## src/hdl/kqs_pkg.sv

```systemverilog
package kqs_pkg;

  localparam int unsigned DepthDefault   = 64;
  localparam int unsigned KeyBitsDefault = 32;
  localparam int unsigned TagBitsDefault = 16;

  // Commands from the controller to the datapath
  typedef struct packed {
    logic take_in;   // input port open
    logic rd_piv;    // read key at hi
    logic cap_piv;   // capture pivot, set i = lo, j = hi
    logic rd_i;      // read key at i
    logic cap_i;     // capture item at i
    logic inc_i;     // i = i + 1
    logic dec_j;     // j = j - 1
    logic rd_j;      // read key at j
    logic cap_j;     // capture item at j
    logic wr_sw1;    // write item j at i
    logic wr_sw2;    // write item i at j
    logic wr_fin1;   // write pivot at i
    logic wr_fin2;   // write item i at hi
    logic push1;     // push upper range
    logic push2;     // push lower range
    logic pop_rd;    // read stack top
    logic pop_ld;    // load lo and hi from stack
    logic emit_rd;   // read item at k
    logic emit_ld;   // load output register, advance k
  } kqs_cmd_t;

  // Status from the datapath to the controller
  typedef struct packed {
    logic close_now; // current input closes the set
    logic count_nz;  // more than one item in the set
    logic i_lt_hi;
    logic ahead;     // read key goes before pivot
    logic j_gt_i;
    logic after;     // read key goes after pivot
    logic i_lt_j;
    logic i_ne_hi;
    logic top_zero;  // range stack empty
    logic out_free;  // output register can take an item
    logic k_last;    // k is the last sorted position
  } kqs_stat_t;

endpackage

```

## src/hdl/kqs_ctrl.sv

```systemverilog
module kqs_ctrl import kqs_pkg::*; (
  input  logic      clk_i,
  input  logic      rst_ni,
  input  logic      in_valid_i,
  input  kqs_stat_t stat_i,
  output kqs_cmd_t  cmd_o
);

  typedef enum logic [4:0] {
    StLoad, StPivRd, StPiv, StLsChk, StLsEv, StRsDec, StRsChk, StRsEv,
    StDecide, StSw1, StSw2, StFin1, StFin2, StPush1, StPush2, StPop,
    StPopLd, StEmitRd, StEmitLd
  } state_e;

  state_e state_q, state_d;

  // Next state
  always_comb begin
    state_d = state_q;
    case (state_q)
      StLoad: begin
        if (in_valid_i && stat_i.close_now) begin
          state_d = stat_i.count_nz ? StPivRd : StEmitRd;
        end
      end
      StPivRd:  state_d = StPiv;
      StPiv:    state_d = StLsChk;
      StLsChk:  state_d = stat_i.i_lt_hi ? StLsEv : StRsDec;
      StLsEv:   state_d = stat_i.ahead ? StLsChk : StRsDec;
      StRsDec:  state_d = StRsChk;
      StRsChk:  state_d = stat_i.j_gt_i ? StRsEv : StDecide;
      StRsEv:   state_d = stat_i.after ? StRsDec : StDecide;
      StDecide: begin
        if (stat_i.i_lt_j) begin
          state_d = StSw1;
        end else begin
          state_d = stat_i.i_ne_hi ? StFin1 : StPush1;
        end
      end
      StSw1:    state_d = StSw2;
      StSw2:    state_d = StLsChk;
      StFin1:   state_d = StFin2;
      StFin2:   state_d = StPush1;
      StPush1:  state_d = StPush2;
      StPush2:  state_d = StPop;
      StPop:    state_d = stat_i.top_zero ? StEmitRd : StPopLd;
      StPopLd:  state_d = StPivRd;
      StEmitRd: state_d = StEmitLd;
      StEmitLd: begin
        if (stat_i.out_free) begin
          state_d = stat_i.k_last ? StLoad : StEmitRd;
        end
      end
      default:  state_d = StLoad;
    endcase
  end

  // Hold state
  always_ff @(posedge clk_i or negedge rst_ni) begin
    if (!rst_ni) begin
      state_q <= StLoad;
    end else begin
      state_q <= state_d;
    end
  end

  // Decode commands
  always_comb begin
    cmd_o         = '0;
    cmd_o.take_in = (state_q == StLoad);
    cmd_o.rd_piv  = (state_q == StPivRd);
    cmd_o.cap_piv = (state_q == StPiv);
    cmd_o.rd_i    = (state_q == StLsChk) && stat_i.i_lt_hi;
    cmd_o.cap_i   = (state_q == StLsEv);
    cmd_o.inc_i   = ((state_q == StLsEv) && stat_i.ahead) || (state_q == StSw2);
    cmd_o.dec_j   = (state_q == StRsDec);
    cmd_o.rd_j    = (state_q == StRsChk) && stat_i.j_gt_i;
    cmd_o.cap_j   = (state_q == StRsEv);
    cmd_o.wr_sw1  = (state_q == StSw1);
    cmd_o.wr_sw2  = (state_q == StSw2);
    cmd_o.wr_fin1 = (state_q == StFin1);
    cmd_o.wr_fin2 = (state_q == StFin2);
    cmd_o.push1   = (state_q == StPush1);
    cmd_o.push2   = (state_q == StPush2);
    cmd_o.pop_rd  = (state_q == StPop) && !stat_i.top_zero;
    cmd_o.pop_ld  = (state_q == StPopLd);
    cmd_o.emit_rd = (state_q == StEmitRd);
    cmd_o.emit_ld = (state_q == StEmitLd) && stat_i.out_free;
  end

endmodule

```

## src/hdl/kqs_dp.sv

```systemverilog
module kqs_dp import kqs_pkg::*; #(
  parameter int unsigned DEPTH    = DepthDefault,
  parameter int unsigned KEY_BITS = KeyBitsDefault,
  parameter int unsigned TAG_BITS = TagBitsDefault
) (
  input  logic                clk_i,
  input  logic                rst_ni,
  input  kqs_cmd_t            cmd_i,
  output kqs_stat_t           stat_o,
  input  logic                in_valid_i,
  input  logic [KEY_BITS-1:0] key_i,
  input  logic [TAG_BITS-1:0] tag_i,
  input  logic                last_i,
  input  logic                cfg_valid_i,
  input  logic                cfg_descending_i,
  input  logic                out_stall_i,
  output logic                out_valid_o,
  output logic [KEY_BITS-1:0] sorted_key_o,
  output logic [TAG_BITS-1:0] sorted_tag_o,
  output logic                final_res_o
);

  localparam int unsigned IW = $clog2(DEPTH);
  localparam int unsigned MW = KEY_BITS + TAG_BITS;
  localparam int unsigned SW = 2 * IW;
  localparam logic [IW-1:0] LastIdx = IW'(DEPTH - 1);
  localparam logic [IW:0]   DepthW  = (IW+1)'(DEPTH);

  logic [MW-1:0] item_mem [DEPTH];
  logic [SW-1:0] stack_mem [DEPTH];

  logic [MW-1:0] rd_data_q;
  logic [SW-1:0] st_data_q;
  logic          desc_q;
  logic [IW-1:0] count_q, nlast_q, lo_q, hi_q, i_q, j_q, k_q;
  logic [IW:0]   top_q;
  logic [KEY_BITS-1:0] piv_key_q, ki_q, kj_q;
  logic [TAG_BITS-1:0] piv_tag_q, ti_q, tj_q;
  logic          out_valid_q;
  logic [KEY_BITS-1:0] out_key_q;
  logic [TAG_BITS-1:0] out_tag_q;
  logic          out_final_q;

  logic          accept;
  logic [KEY_BITS-1:0] rd_key;
  logic [TAG_BITS-1:0] rd_tag;
  logic          rd_en, wr_en;
  logic [IW-1:0] rd_addr, wr_addr;
  logic [MW-1:0] wr_data;
  logic [IW:0]   i_ext, lo_ext, hi_ext;
  logic          push1_ok, push2_ok;

  assign accept = cmd_i.take_in && in_valid_i;
  assign rd_key = rd_data_q[MW-1:TAG_BITS];
  assign rd_tag = rd_data_q[TAG_BITS-1:0];
  assign i_ext  = {1'b0, i_q};
  assign lo_ext = {1'b0, lo_q};
  assign hi_ext = {1'b0, hi_q};

  assign push1_ok = (hi_ext > i_ext + 1'b1) && (top_q < DepthW);
  assign push2_ok = (i_ext > lo_ext + 1'b1) && (top_q < DepthW);

  // Status back to the controller
  always_comb begin
    stat_o.close_now = last_i || (count_q == LastIdx);
    stat_o.count_nz  = (count_q != '0);
    stat_o.i_lt_hi   = (i_q < hi_q);
    stat_o.ahead     = desc_q ? (rd_key > piv_key_q) : (rd_key < piv_key_q);
    stat_o.j_gt_i    = (j_q > i_q);
    stat_o.after     = desc_q ? (rd_key < piv_key_q) : (rd_key > piv_key_q);
    stat_o.i_lt_j    = (i_q < j_q);
    stat_o.i_ne_hi   = (i_q != hi_q);
    stat_o.top_zero  = (top_q == '0);
    stat_o.out_free  = !out_valid_q || !out_stall_i;
    stat_o.k_last    = (k_q == nlast_q);
  end

  // Select item memory ports
  always_comb begin
    rd_en   = cmd_i.rd_piv || cmd_i.rd_i || cmd_i.rd_j || cmd_i.emit_rd;
    rd_addr = k_q;
    if (cmd_i.rd_piv) begin
      rd_addr = hi_q;
    end else if (cmd_i.rd_i) begin
      rd_addr = i_q;
    end else if (cmd_i.rd_j) begin
      rd_addr = j_q;
    end
    wr_en   = accept || cmd_i.wr_sw1 || cmd_i.wr_sw2 || cmd_i.wr_fin1 || cmd_i.wr_fin2;
    wr_addr = count_q;
    wr_data = {key_i, tag_i};
    if (cmd_i.wr_sw1) begin
      wr_addr = i_q;
      wr_data = {kj_q, tj_q};
    end else if (cmd_i.wr_sw2) begin
      wr_addr = j_q;
      wr_data = {ki_q, ti_q};
    end else if (cmd_i.wr_fin1) begin
      wr_addr = i_q;
      wr_data = {piv_key_q, piv_tag_q};
    end else if (cmd_i.wr_fin2) begin
      wr_addr = hi_q;
      wr_data = {ki_q, ti_q};
    end
  end

  // Item memory
  always_ff @(posedge clk_i) begin
    if (wr_en) begin
      item_mem[wr_addr] <= wr_data;
    end
    if (rd_en) begin
      rd_data_q <= item_mem[rd_addr];
    end
  end

  // Range stack memory
  always_ff @(posedge clk_i) begin
    if (cmd_i.push1 && push1_ok) begin
      stack_mem[top_q[IW-1:0]] <= {i_q + 1'b1, hi_q};
    end else if (cmd_i.push2 && push2_ok) begin
      stack_mem[top_q[IW-1:0]] <= {lo_q, i_q - 1'b1};
    end
    if (cmd_i.pop_rd) begin
      st_data_q <= stack_mem[top_q[IW-1:0] - 1'b1];
    end
  end

  // Item and pivot capture registers
  always_ff @(posedge clk_i) begin
    if (cmd_i.cap_piv) begin
      piv_key_q <= rd_key;
      piv_tag_q <= rd_tag;
    end
    if (cmd_i.cap_i) begin
      ki_q <= rd_key;
      ti_q <= rd_tag;
    end
    if (cmd_i.cap_j) begin
      kj_q <= rd_key;
      tj_q <= rd_tag;
    end
  end

  // Index registers and configuration
  always_ff @(posedge clk_i or negedge rst_ni) begin
    if (!rst_ni) begin
      desc_q  <= 1'b0;
      count_q <= '0;
      nlast_q <= '0;
      lo_q    <= '0;
      hi_q    <= '0;
      i_q     <= '0;
      j_q     <= '0;
      k_q     <= '0;
      top_q   <= '0;
    end else begin
      if (cfg_valid_i) begin
        desc_q <= cfg_descending_i;
      end
      if (accept) begin
        if (stat_o.close_now) begin
          count_q <= '0;
          nlast_q <= count_q;
          lo_q    <= '0;
          hi_q    <= count_q;
          top_q   <= '0;
          k_q     <= '0;
        end else begin
          count_q <= count_q + 1'b1;
        end
      end
      if (cmd_i.cap_piv) begin
        i_q <= lo_q;
        j_q <= hi_q;
      end
      if (cmd_i.inc_i) begin
        i_q <= i_q + 1'b1;
      end
      if (cmd_i.dec_j) begin
        j_q <= j_q - 1'b1;
      end
      if ((cmd_i.push1 && push1_ok) || (cmd_i.push2 && push2_ok)) begin
        top_q <= top_q + 1'b1;
      end else if (cmd_i.pop_rd) begin
        top_q <= top_q - 1'b1;
      end
      if (cmd_i.pop_ld) begin
        lo_q <= st_data_q[SW-1:IW];
        hi_q <= st_data_q[IW-1:0];
      end
      if (cmd_i.emit_ld) begin
        k_q <= k_q + 1'b1;
      end
    end
  end

  // Output register
  always_ff @(posedge clk_i or negedge rst_ni) begin
    if (!rst_ni) begin
      out_valid_q <= 1'b0;
    end else if (cmd_i.emit_ld) begin
      out_valid_q <= 1'b1;
    end else if (!out_stall_i) begin
      out_valid_q <= 1'b0;
    end
  end

  always_ff @(posedge clk_i) begin
    if (cmd_i.emit_ld) begin
      out_key_q   <= rd_key;
      out_tag_q   <= rd_tag;
      out_final_q <= stat_o.k_last;
    end
  end

  assign out_valid_o  = out_valid_q;
  assign sorted_key_o = out_key_q;
  assign sorted_tag_o = out_tag_q;
  assign final_res_o  = out_final_q;

endmodule

```

## src/hdl/keyed_quicksort_engine_core.sv

```systemverilog
// Keyed quicksort engine. Collects (key, tag) transactions until one with
// last set arrives or DEPTH are held, then sorts them in place by key with
// quicksort (last element as pivot, two inward scans, swap while the scans
// have not crossed), ascending or descending per the descending register,
// and emits the set in order with final_res on the last item. Input is
// stalled from the closing transaction until the last sorted item has been
// loaded into the output register; loading accepts one transaction per
// cycle. Every key compare goes through the single item memory read port
// with registered data, so the left scan reads and then compares each
// element, the right scan steps j, reads and then compares, a swap decides
// and then writes both items, and each partition adds a pivot fetch, pivot
// placement and range stack work. Already ordered input is the worst case
// for sort time; output stalls add to the emit time.
module keyed_quicksort_engine_core import kqs_pkg::*; #(
  parameter int unsigned DEPTH    = DepthDefault,
  parameter int unsigned KEY_BITS = KeyBitsDefault,
  parameter int unsigned TAG_BITS = TagBitsDefault
) (
  input  logic                clk_i,
  input  logic                rst_ni,
  input  logic                cfg_valid_i,
  output logic                cfg_ready_o,
  input  logic                cfg_descending_i,
  input  logic                in_valid_i,
  output logic                in_stall_o,
  input  logic [KEY_BITS-1:0] key_i,
  input  logic [TAG_BITS-1:0] tag_i,
  input  logic                last_i,
  output logic                out_valid_o,
  input  logic                out_stall_i,
  output logic [KEY_BITS-1:0] sorted_key_o,
  output logic [TAG_BITS-1:0] sorted_tag_o,
  output logic                final_res_o
);

  kqs_cmd_t  cmd;
  kqs_stat_t stat;

  assign cfg_ready_o = 1'b1;
  assign in_stall_o  = !cmd.take_in;

  kqs_ctrl u_ctrl (
    .clk_i      (clk_i),
    .rst_ni     (rst_ni),
    .in_valid_i (in_valid_i),
    .stat_i     (stat),
    .cmd_o      (cmd)
  );

  kqs_dp #(
    .DEPTH    (DEPTH),
    .KEY_BITS (KEY_BITS),
    .TAG_BITS (TAG_BITS)
  ) u_dp (
    .clk_i            (clk_i),
    .rst_ni           (rst_ni),
    .cmd_i            (cmd),
    .stat_o           (stat),
    .in_valid_i       (in_valid_i),
    .key_i            (key_i),
    .tag_i            (tag_i),
    .last_i           (last_i),
    .cfg_valid_i      (cfg_valid_i),
    .cfg_descending_i (cfg_descending_i),
    .out_stall_i      (out_stall_i),
    .out_valid_o      (out_valid_o),
    .sorted_key_o     (sorted_key_o),
    .sorted_tag_o     (sorted_tag_o),
    .final_res_o      (final_res_o)
  );

endmodule

```

## config.mk

```make
export PLATFORM = sky130hd
export DESIGN_NAME = keyed_quicksort_engine_core
export DESIGN_NICKNAME = d
export VERILOG_FILES = /design/src/hdl/kqs_pkg.sv /design/src/hdl/kqs_ctrl.sv /design/src/hdl/kqs_dp.sv /design/src/hdl/keyed_quicksort_engine_core.sv
export SDC_FILE = /design/constraint.sdc
export NUM_CORES = 2
export LEC_CHECK = 0
export BUFFER_PORTS_ARGS = -buffer_cell sky130_fd_sc_hd__buf_2
export CORE_MARGIN = 2
export CORE_UTILIZATION = 55
export CTS_BUF_LIST = sky130_fd_sc_hd__clkbuf_8
export DETAILED_ROUTE_END_ITERATION = 16
export PLACE_DENSITY = 0.71
export SYNTH_ARGS = -nofsm -noshare
export SYNTH_HDL_FRONTEND = slang
export SYNTH_SLANG_ARGS = --single-unit
```

## constraint.sdc

```tcl
create_clock -name clk_i -period 5.23 [get_ports clk_i]
set_clock_uncertainty 0.05 [all_clocks]
set_input_delay 0.7845 -clock clk_i [delete_from_list [all_inputs] [get_ports clk_i]]
set_output_delay 0.7845 -clock clk_i [all_outputs]
set_load 0.1 [all_outputs]
```

* Word-level counts from Yosys, hierarchy flattened
Memories as Yosys holds them, arrays and structs flattened. A register that Yosys moved wholly into a read port is not among the register bits.
Index checks and enable logic that the tools add are counted.
** Cells by class
- Order comparisons :: 8
- $add $sub $neg :: 10
- Reductions and logical operators :: 43
- Eq/ne operators :: 24
- Multiplexer cells :: 51
- Bitwise gates (word level) :: 1
** Operators by type and width (number)
- two-way mux 48 bit :: 4
- two-way mux 6 bit :: 19
- one-hot mux 5 bit (18 select lines) :: 1
- == test 5 x 4 -> 1 bit (second input constant) :: 8
- greater-than comparator 32 bit :: 1
- less-than comparator 32 bit :: 1
- two-way mux 7 bit :: 4
- two-way mux 5 bit :: 5
- == test 5 x 3 -> 1 bit (second input constant) :: 4
- adder 6 x 1 -> 6 bit (second input constant) :: 3
- subtractor 6 x 1 -> 6 bit (second input constant) :: 3
- == test 5 bit (second input constant) :: 3
- adder 6 x 1 -> 7 bit (second input constant) :: 2
- greater-than comparator 6 x 7 -> 1 bit :: 2
- two-way mux 1 bit :: 13
- less-than comparator 6 bit :: 2
- two-way mux 12 bit :: 1
- nonzero test 2 bit :: 6
- logical AND 1 bit :: 11
- logical OR 1 bit :: 11
- == test 5 x 2 -> 1 bit (second input constant) :: 2
- AND reduction 2 bit :: 5
- two-way mux 4 bit :: 2
- adder 7 x 1 -> 7 bit (second input constant) :: 1
- other kinds (16) :: 23
** Storage, ports and cells
- Flip-flop bits (word level) :: 249
- Memories :: 2
- Word-level logic and storage cells :: 159
- Bits in writable memories :: 3840
- Output and inout port bits :: 52
** Memories
- u_dp.item_mem :: words 64, width 48, read ports 1, clocked after Yosys merged registers in 1, write ports 1, line kqs_dp.sv:29 : logic [MW-1:0] item_mem [DEPTH];
- u_dp.stack_mem :: words 64, width 12, read ports 1, clocked after Yosys merged registers in 1, write ports 1, line kqs_dp.sv:30 : logic [SW-1:0] stack_mem [DEPTH];

* Depth between registers and ports, before layout
- Word-level depth :: 8
- Mapped depth :: 18

* By module
From an unflattened synthesis, not the netlist that was laid out.
** Unflattened totals
- Cell total of the unflattened synthesis :: 10405
- Area total of the unflattened synthesis :: 169413.7 µm²
** By module, submodules not included
- kqs_dp :: area each 168790.6 µm², seq. area each 124184.1 µm², times used 1, cells each 10317
- kqs_ctrl :: area each 608.1 µm², seq. area each 125.1 µm², times used 1, cells each 85
- keyed_quicksort_engine_core :: area each 15.0 µm², seq. area each 0.0 µm², times used 1, cells each 3

* Worst setup path before layout
No wires, ideal clock.
- Path type :: register to register
- From :: register u_dp.lo_q[0]
- To :: memory u_dp.stack_mem[0][3] (netlist name) (data pin)
- Cell stages (with the launch flop) :: 12
- Library setup time :: 702 ps
- Setup slack :: -99 ps
- Arrival :: 4578 ps
- Period minus slack after synthesis :: 5329 ps
- Cells stage by stage :: dfrtp_1 -> ha_1 -> inv_1 -> ha_1 -> nor2b_1 -> o21a_1 -> o21a_1 -> o21a_1 -> o21ai_0 -> a211o_1 -> clkbuf_1 -> o21ai_0
** On the way
- Word-level cells in the longest chain between the ends :: 8
** RTL lines
- start, declared :: line kqs_dp.sv:35 : logic [IW-1:0] count_q, nlast_q, lo_q, hi_q, i_q, j_q, k_q;
- start signal, assigned :: line kqs_dp.sv:189 : lo_q <= st_data_q[SW-1:IW];
- adder 6 x 1 -> 7 bit :: line kqs_dp.sv:61 : assign push2_ok = (i_ext > lo_ext + 1'b1) && (top_q < DepthW);
- greater-than comparator 6 x 7 -> 1 bit :: line kqs_dp.sv:61
- logical AND 1 bit :: line kqs_dp.sv:61
- logical AND 1 bit :: line kqs_dp.sv:121 : end else if (cmd_i.push2 && push2_ok) begin
- two-way mux 1 bit :: line kqs_dp.sv:121
- two-way mux 1 bit :: line kqs_dp.sv:119 : if (cmd_i.push1 && push1_ok) begin
- two-way mux 1 bit (implied by the code) :: line kqs_dp.sv:122 : stack_mem[top_q[IW-1:0]] <= {lo_q, i_q - 1'b1};
- two-way mux 12 bit (no source line)
- end, declared :: line kqs_dp.sv:30
Every way passes these cells.

* Worst setup path in the final report
- From :: register u_dp.i_q[3]
- To :: register u_dp.rd_data_q[33] (read register of u_dp.item_mem) (data pin)
** On the way
- Word-level cells in the longest chain between the ends :: 5
- Elaborated cells on any way between the ends :: 10
- Classes of those cells :: order compare: 2; mux: 3; reduce/logical: 5
** RTL lines
- start, declared :: line kqs_dp.sv:35
- start signal, assigned :: line kqs_dp.sv:174 : i_q <= lo_q;
- start signal, assigned :: line kqs_dp.sv:178 : i_q <= i_q + 1'b1;
- greater-than comparator 6 bit or less-than comparator 6 bit (tied branches) :: line kqs_dp.sv:69, kqs_dp.sv:67
- logical AND 1 bit, on equally long branches :: line kqs_ctrl.sv:77, kqs_ctrl.sv:73
- two-way mux 6 bit or logical OR 1 bit (tied branches) :: line kqs_dp.sv:86, kqs_dp.sv:80
- two-way mux 6 bit or logical OR 1 bit (tied branches) :: line kqs_dp.sv:84, kqs_dp.sv:80
- two-way mux 6 bit or logical OR 1 bit (tied branches) :: line kqs_dp.sv:82, kqs_dp.sv:80
- end, declared :: line kqs_dp.sv:32 : logic [MW-1:0] rd_data_q;
Parallel ways exist; a longest one is shown, timed or not.
A chain may end at the register's enable or synchronous reset.

==> run summary <==
Final Slew Violations: 0
Syn Nets: 10.2k
Gr usage total: 29.9%
Layout cell share with drive strength beyond 1: 18.3%
Actual slew at the worst max-slew pin: 1.37 ns
Vias in the first global route: 95.7k
CP Launch Type: flip-flop
Reg clk slew, reported paths: 0.06 ns
Yosys top cell area share: 75.8%
Largest net degree at the start of global routing: 146
Crit path from: u_dp.i_q[3]
Register area share after synthesis: 76.7%
H-tree lvl count: 6
Clock buffer depth: 4
Slew margin rel.: 8.76%
Dominant cell by count in the synthesized netlist: edfxtp_1
Status: completed
HP Class: in2reg
Max stage delay on crit path: 0.59 ns
Syn Std Cell Area: 0.162 sq mm
IO buf count: 105
CP Capture Type: flip-flop
Vias per cell: 6.49
Drt drc: 0
Design area: 0.185 sq mm
Maxcap violations: 0
Register Area: 0.124 sq mm
Final setup vio count: 0
Area Growth Syn to Fin: 14.0%
Total power: 119 mW
Syn avg cell area: 16.0 sq um
Setup_tns: 0 ns
FILL cells: 20.1k
WP buf/inv: 3
Final GP Congestion: 0.902
Fmax: 0.195 GHz
Slowest CP cell: a22oi_2
Synth Flop Type: edfxtp_1
Die area: 0.299 sq mm
Vias: 98.7k
Largest area contributor in the netlist: edfxtp_1
Post-DP HPWL: 268 mm
Area taken by multi-input logic gates: 0.0362 sq mm
Initial antenna violation count: 25
Crit path cell chain: buf_4 > ha_1 > a211oi_1 > o211ai_1 > nor3_2 > a2111o_2 > and2_4 > buf_12 > buf_16 > mux2i_1 > a221oi_1 > a21oi_1 > a22oi_2 > and3_1
Nets: 10.9k
CTS tree: built
Crit Path Class: reg2reg
DR WL/cell: 30.0 um
CTS Sinks: 4149
WL final: 456 mm
I/O pin cnt: 107
Period utilization: 98.2%
Met2 Use GR: 47.5%
FF+latch count, synth: 4149
CP delay by family, top: compound AO/OA/AOI/OAI gates
Ys Warns: 0
First-pass GRT wire length: 654 mm
Cells after Synth: 10.1k
Post-synth EDFFs: 4093
Reg-to-Reg Start: u_dp.i_q[3]
PwrDens: 644 mW/mm^2
DR iter-0 viols: 15.1k
FP Rows: 199
Placed insts: 14.1k
Gr ovfl total: 0
Post-CTS Setup Repair Bufs: 0
Post-synthesis cell type count: 76
Die width: 547 um
P_leak: 62.4 nW
Hold_sp: tag_i[7]
DP Area: 0.173 sq mm
Root Buffer: clkbuf_8
DRT Pass-1 Iters: 6
Final WS setup: 0.0932 ns
Met1 usage: 40.4%
Num CTS Buffers: 640
Die H: 547 um
GR Util met3: 6.37%
Final ANT Viol Nets: 0
Area contributors post-synth: edfxtp_1 76%, mux4_2 4.8%, nand2_1 4.1%
Post-synth ARST share: 1.35%
Crit-path max FO: 92
Top cells by count, synth: 4093 x edfxtp_1, 1791 x nand2_1, 612 x a21oi_1
Hold Vio Cnt, Final: 0
Crit path time final: 5.14 ns
Worst-Skew Late Latency: 1.21 ns
Core ar.: 0.294 sq mm
Worst endpoint required time: 6.23 ns
CP arrival: 6.14 ns
Starting Density: 55.2%
Busiest grt layer: met2
Non-Filler Instances: 15.2k
Peak supply drop: 1.06 mV
Place WS: -0.0491 ns
[path summary, 6_finish.rpt]
path	to	slack, ns	cells past startpoint
max reg2reg	u_dp.rd_data_q[33]	0.09	14
min	u_dp.item_mem[40][7]	0.11	3
max	u_dp.rd_data_q[33]	0.09	14
min reg2reg	u_dp.lo_q[3]	0.40	2
min in group asynchronous	u_dp.desc_q	0.26	3
max in group asynchronous	u_dp.top_q[0]	4.23	3
[sequential cells by signal, indices dropped and copies added, names as in the netlist, 7 cells and up]
register and flops:
u_dp.piv_key_q 32, u_dp.top_q 7, u_dp.ti_q 16, u_dp.ki_q 32, u_dp.piv_tag_q 16, u_dp.tj_q 16
u_dp.stack_mem 768, u_dp.sorted_key_o 32, u_dp.st_data_q 12, u_dp.sorted_tag_o 16, u_dp.item_mem 3072, u_dp.kj_q 32
u_dp.rd_data_q 48
[routing by layer]
metal  share of wire (%)  vias up  wire length (um)
li1                    -    41200                 -
met1                  36    49700            164000
met2                  47     6690            216000
met3                  12     1109             55600
met4                 4.5       12             20300
met5               0.018        -                80
[where the power goes]
group | switching, mW | total [mW] | internal (mW)
combinational | 32.8 | 48.7 | 15.9
clock | 12.6 | 24.6 | 12.0
sequential | 1.28 | 45.8 | 44.5
total | 46.7 | 119 | 72.4
[cells in the final DEF, fill, tap and decap left out, types with 55 or more instances in the layout]
| cell | instances |
|---|---|
| and3_1 | 250 |
| dfrtp_1 | 55 |
| nor4_1 | 97 |
| nor2_1 | 172 |
| a31oi_1 | 200 |
| nor2_4 | 67 |
| buf_12 | 182 |
| nand3_1 | 222 |
| ha_1 | 64 |
| clkbuf_8 | 650 |
| inv_1 | 274 |
| nand2_1 | 1783 |
| mux4_2 | 346 |
| a221oi_1 | 97 |
| clkinv_1 | 141 |
| a21oi_1 | 605 |
| a32oi_1 | 196 |
| edfxtp_1 | 4093 |
| buf_2 | 105 |
| a211oi_1 | 196 |
| buf_4 | 452 |
| mux2i_1 | 193 |
| o22ai_1 | 299 |
[repair_timing]
| item | in CTS | in global routing |
|---|---|---|
| endpoints found under the setup margin | 4 | 18 |
| gates cloned | 0 | 0 |
| endpoints found under the hold margin | 62 | 0 |
| resized for setup | 4 | 30 |
| hold buffers | 6 | 0 |
| pin swaps | 0 | 1 |
[cells by family (layout without fill, tap and decap cells)]
kind of cell | after synthesis | in the layout | synth area share (%)
flops | 4149 | 4149 | 76.7
mux | 553 | 553 | 6.10
buf+inv | 748 | 1924 | 2.01
simple gates | 2732 | 2732 | 7.22
fa+ha+maj | 65 | 65 | 0.502
other cells | 1 | 16 | 0.00231
xor+xnor | 26 | 26 | 0.140
compound gates | 1829 | 1829 | 7.35
[area by class of cell]
class | count | area share, %
multi-input combinational | 5206 | 19.6
sequential | 4149 | 67.3
clock inverter | 455 | 1.33
antenna | 15 | 0.0203
tap | 3919 | 2.65
clock buffer | 650 | 4.84
timing repair buffer | 747 | 4.15
inverter | 72 | 0.146
[worst min-delay path, cell delays in order]
cell and delay (ns):
buf_2 0.09, nor2_1 0.06, o31ai_4 0.27
[through the flow]
step | hold slack [ns] | utilization [%]
2_1_floorplan | 0.374 | -
3_3_place_gp | 0.385 | 59.0
3_5_place_dp | 0.385 | 59.0
4_1_cts | 0.00267 | 62.9
5_1_grt | 0.0369 | 63.0
6_report | 0.112 | 63.0
(Power assumes the default switching activity.)
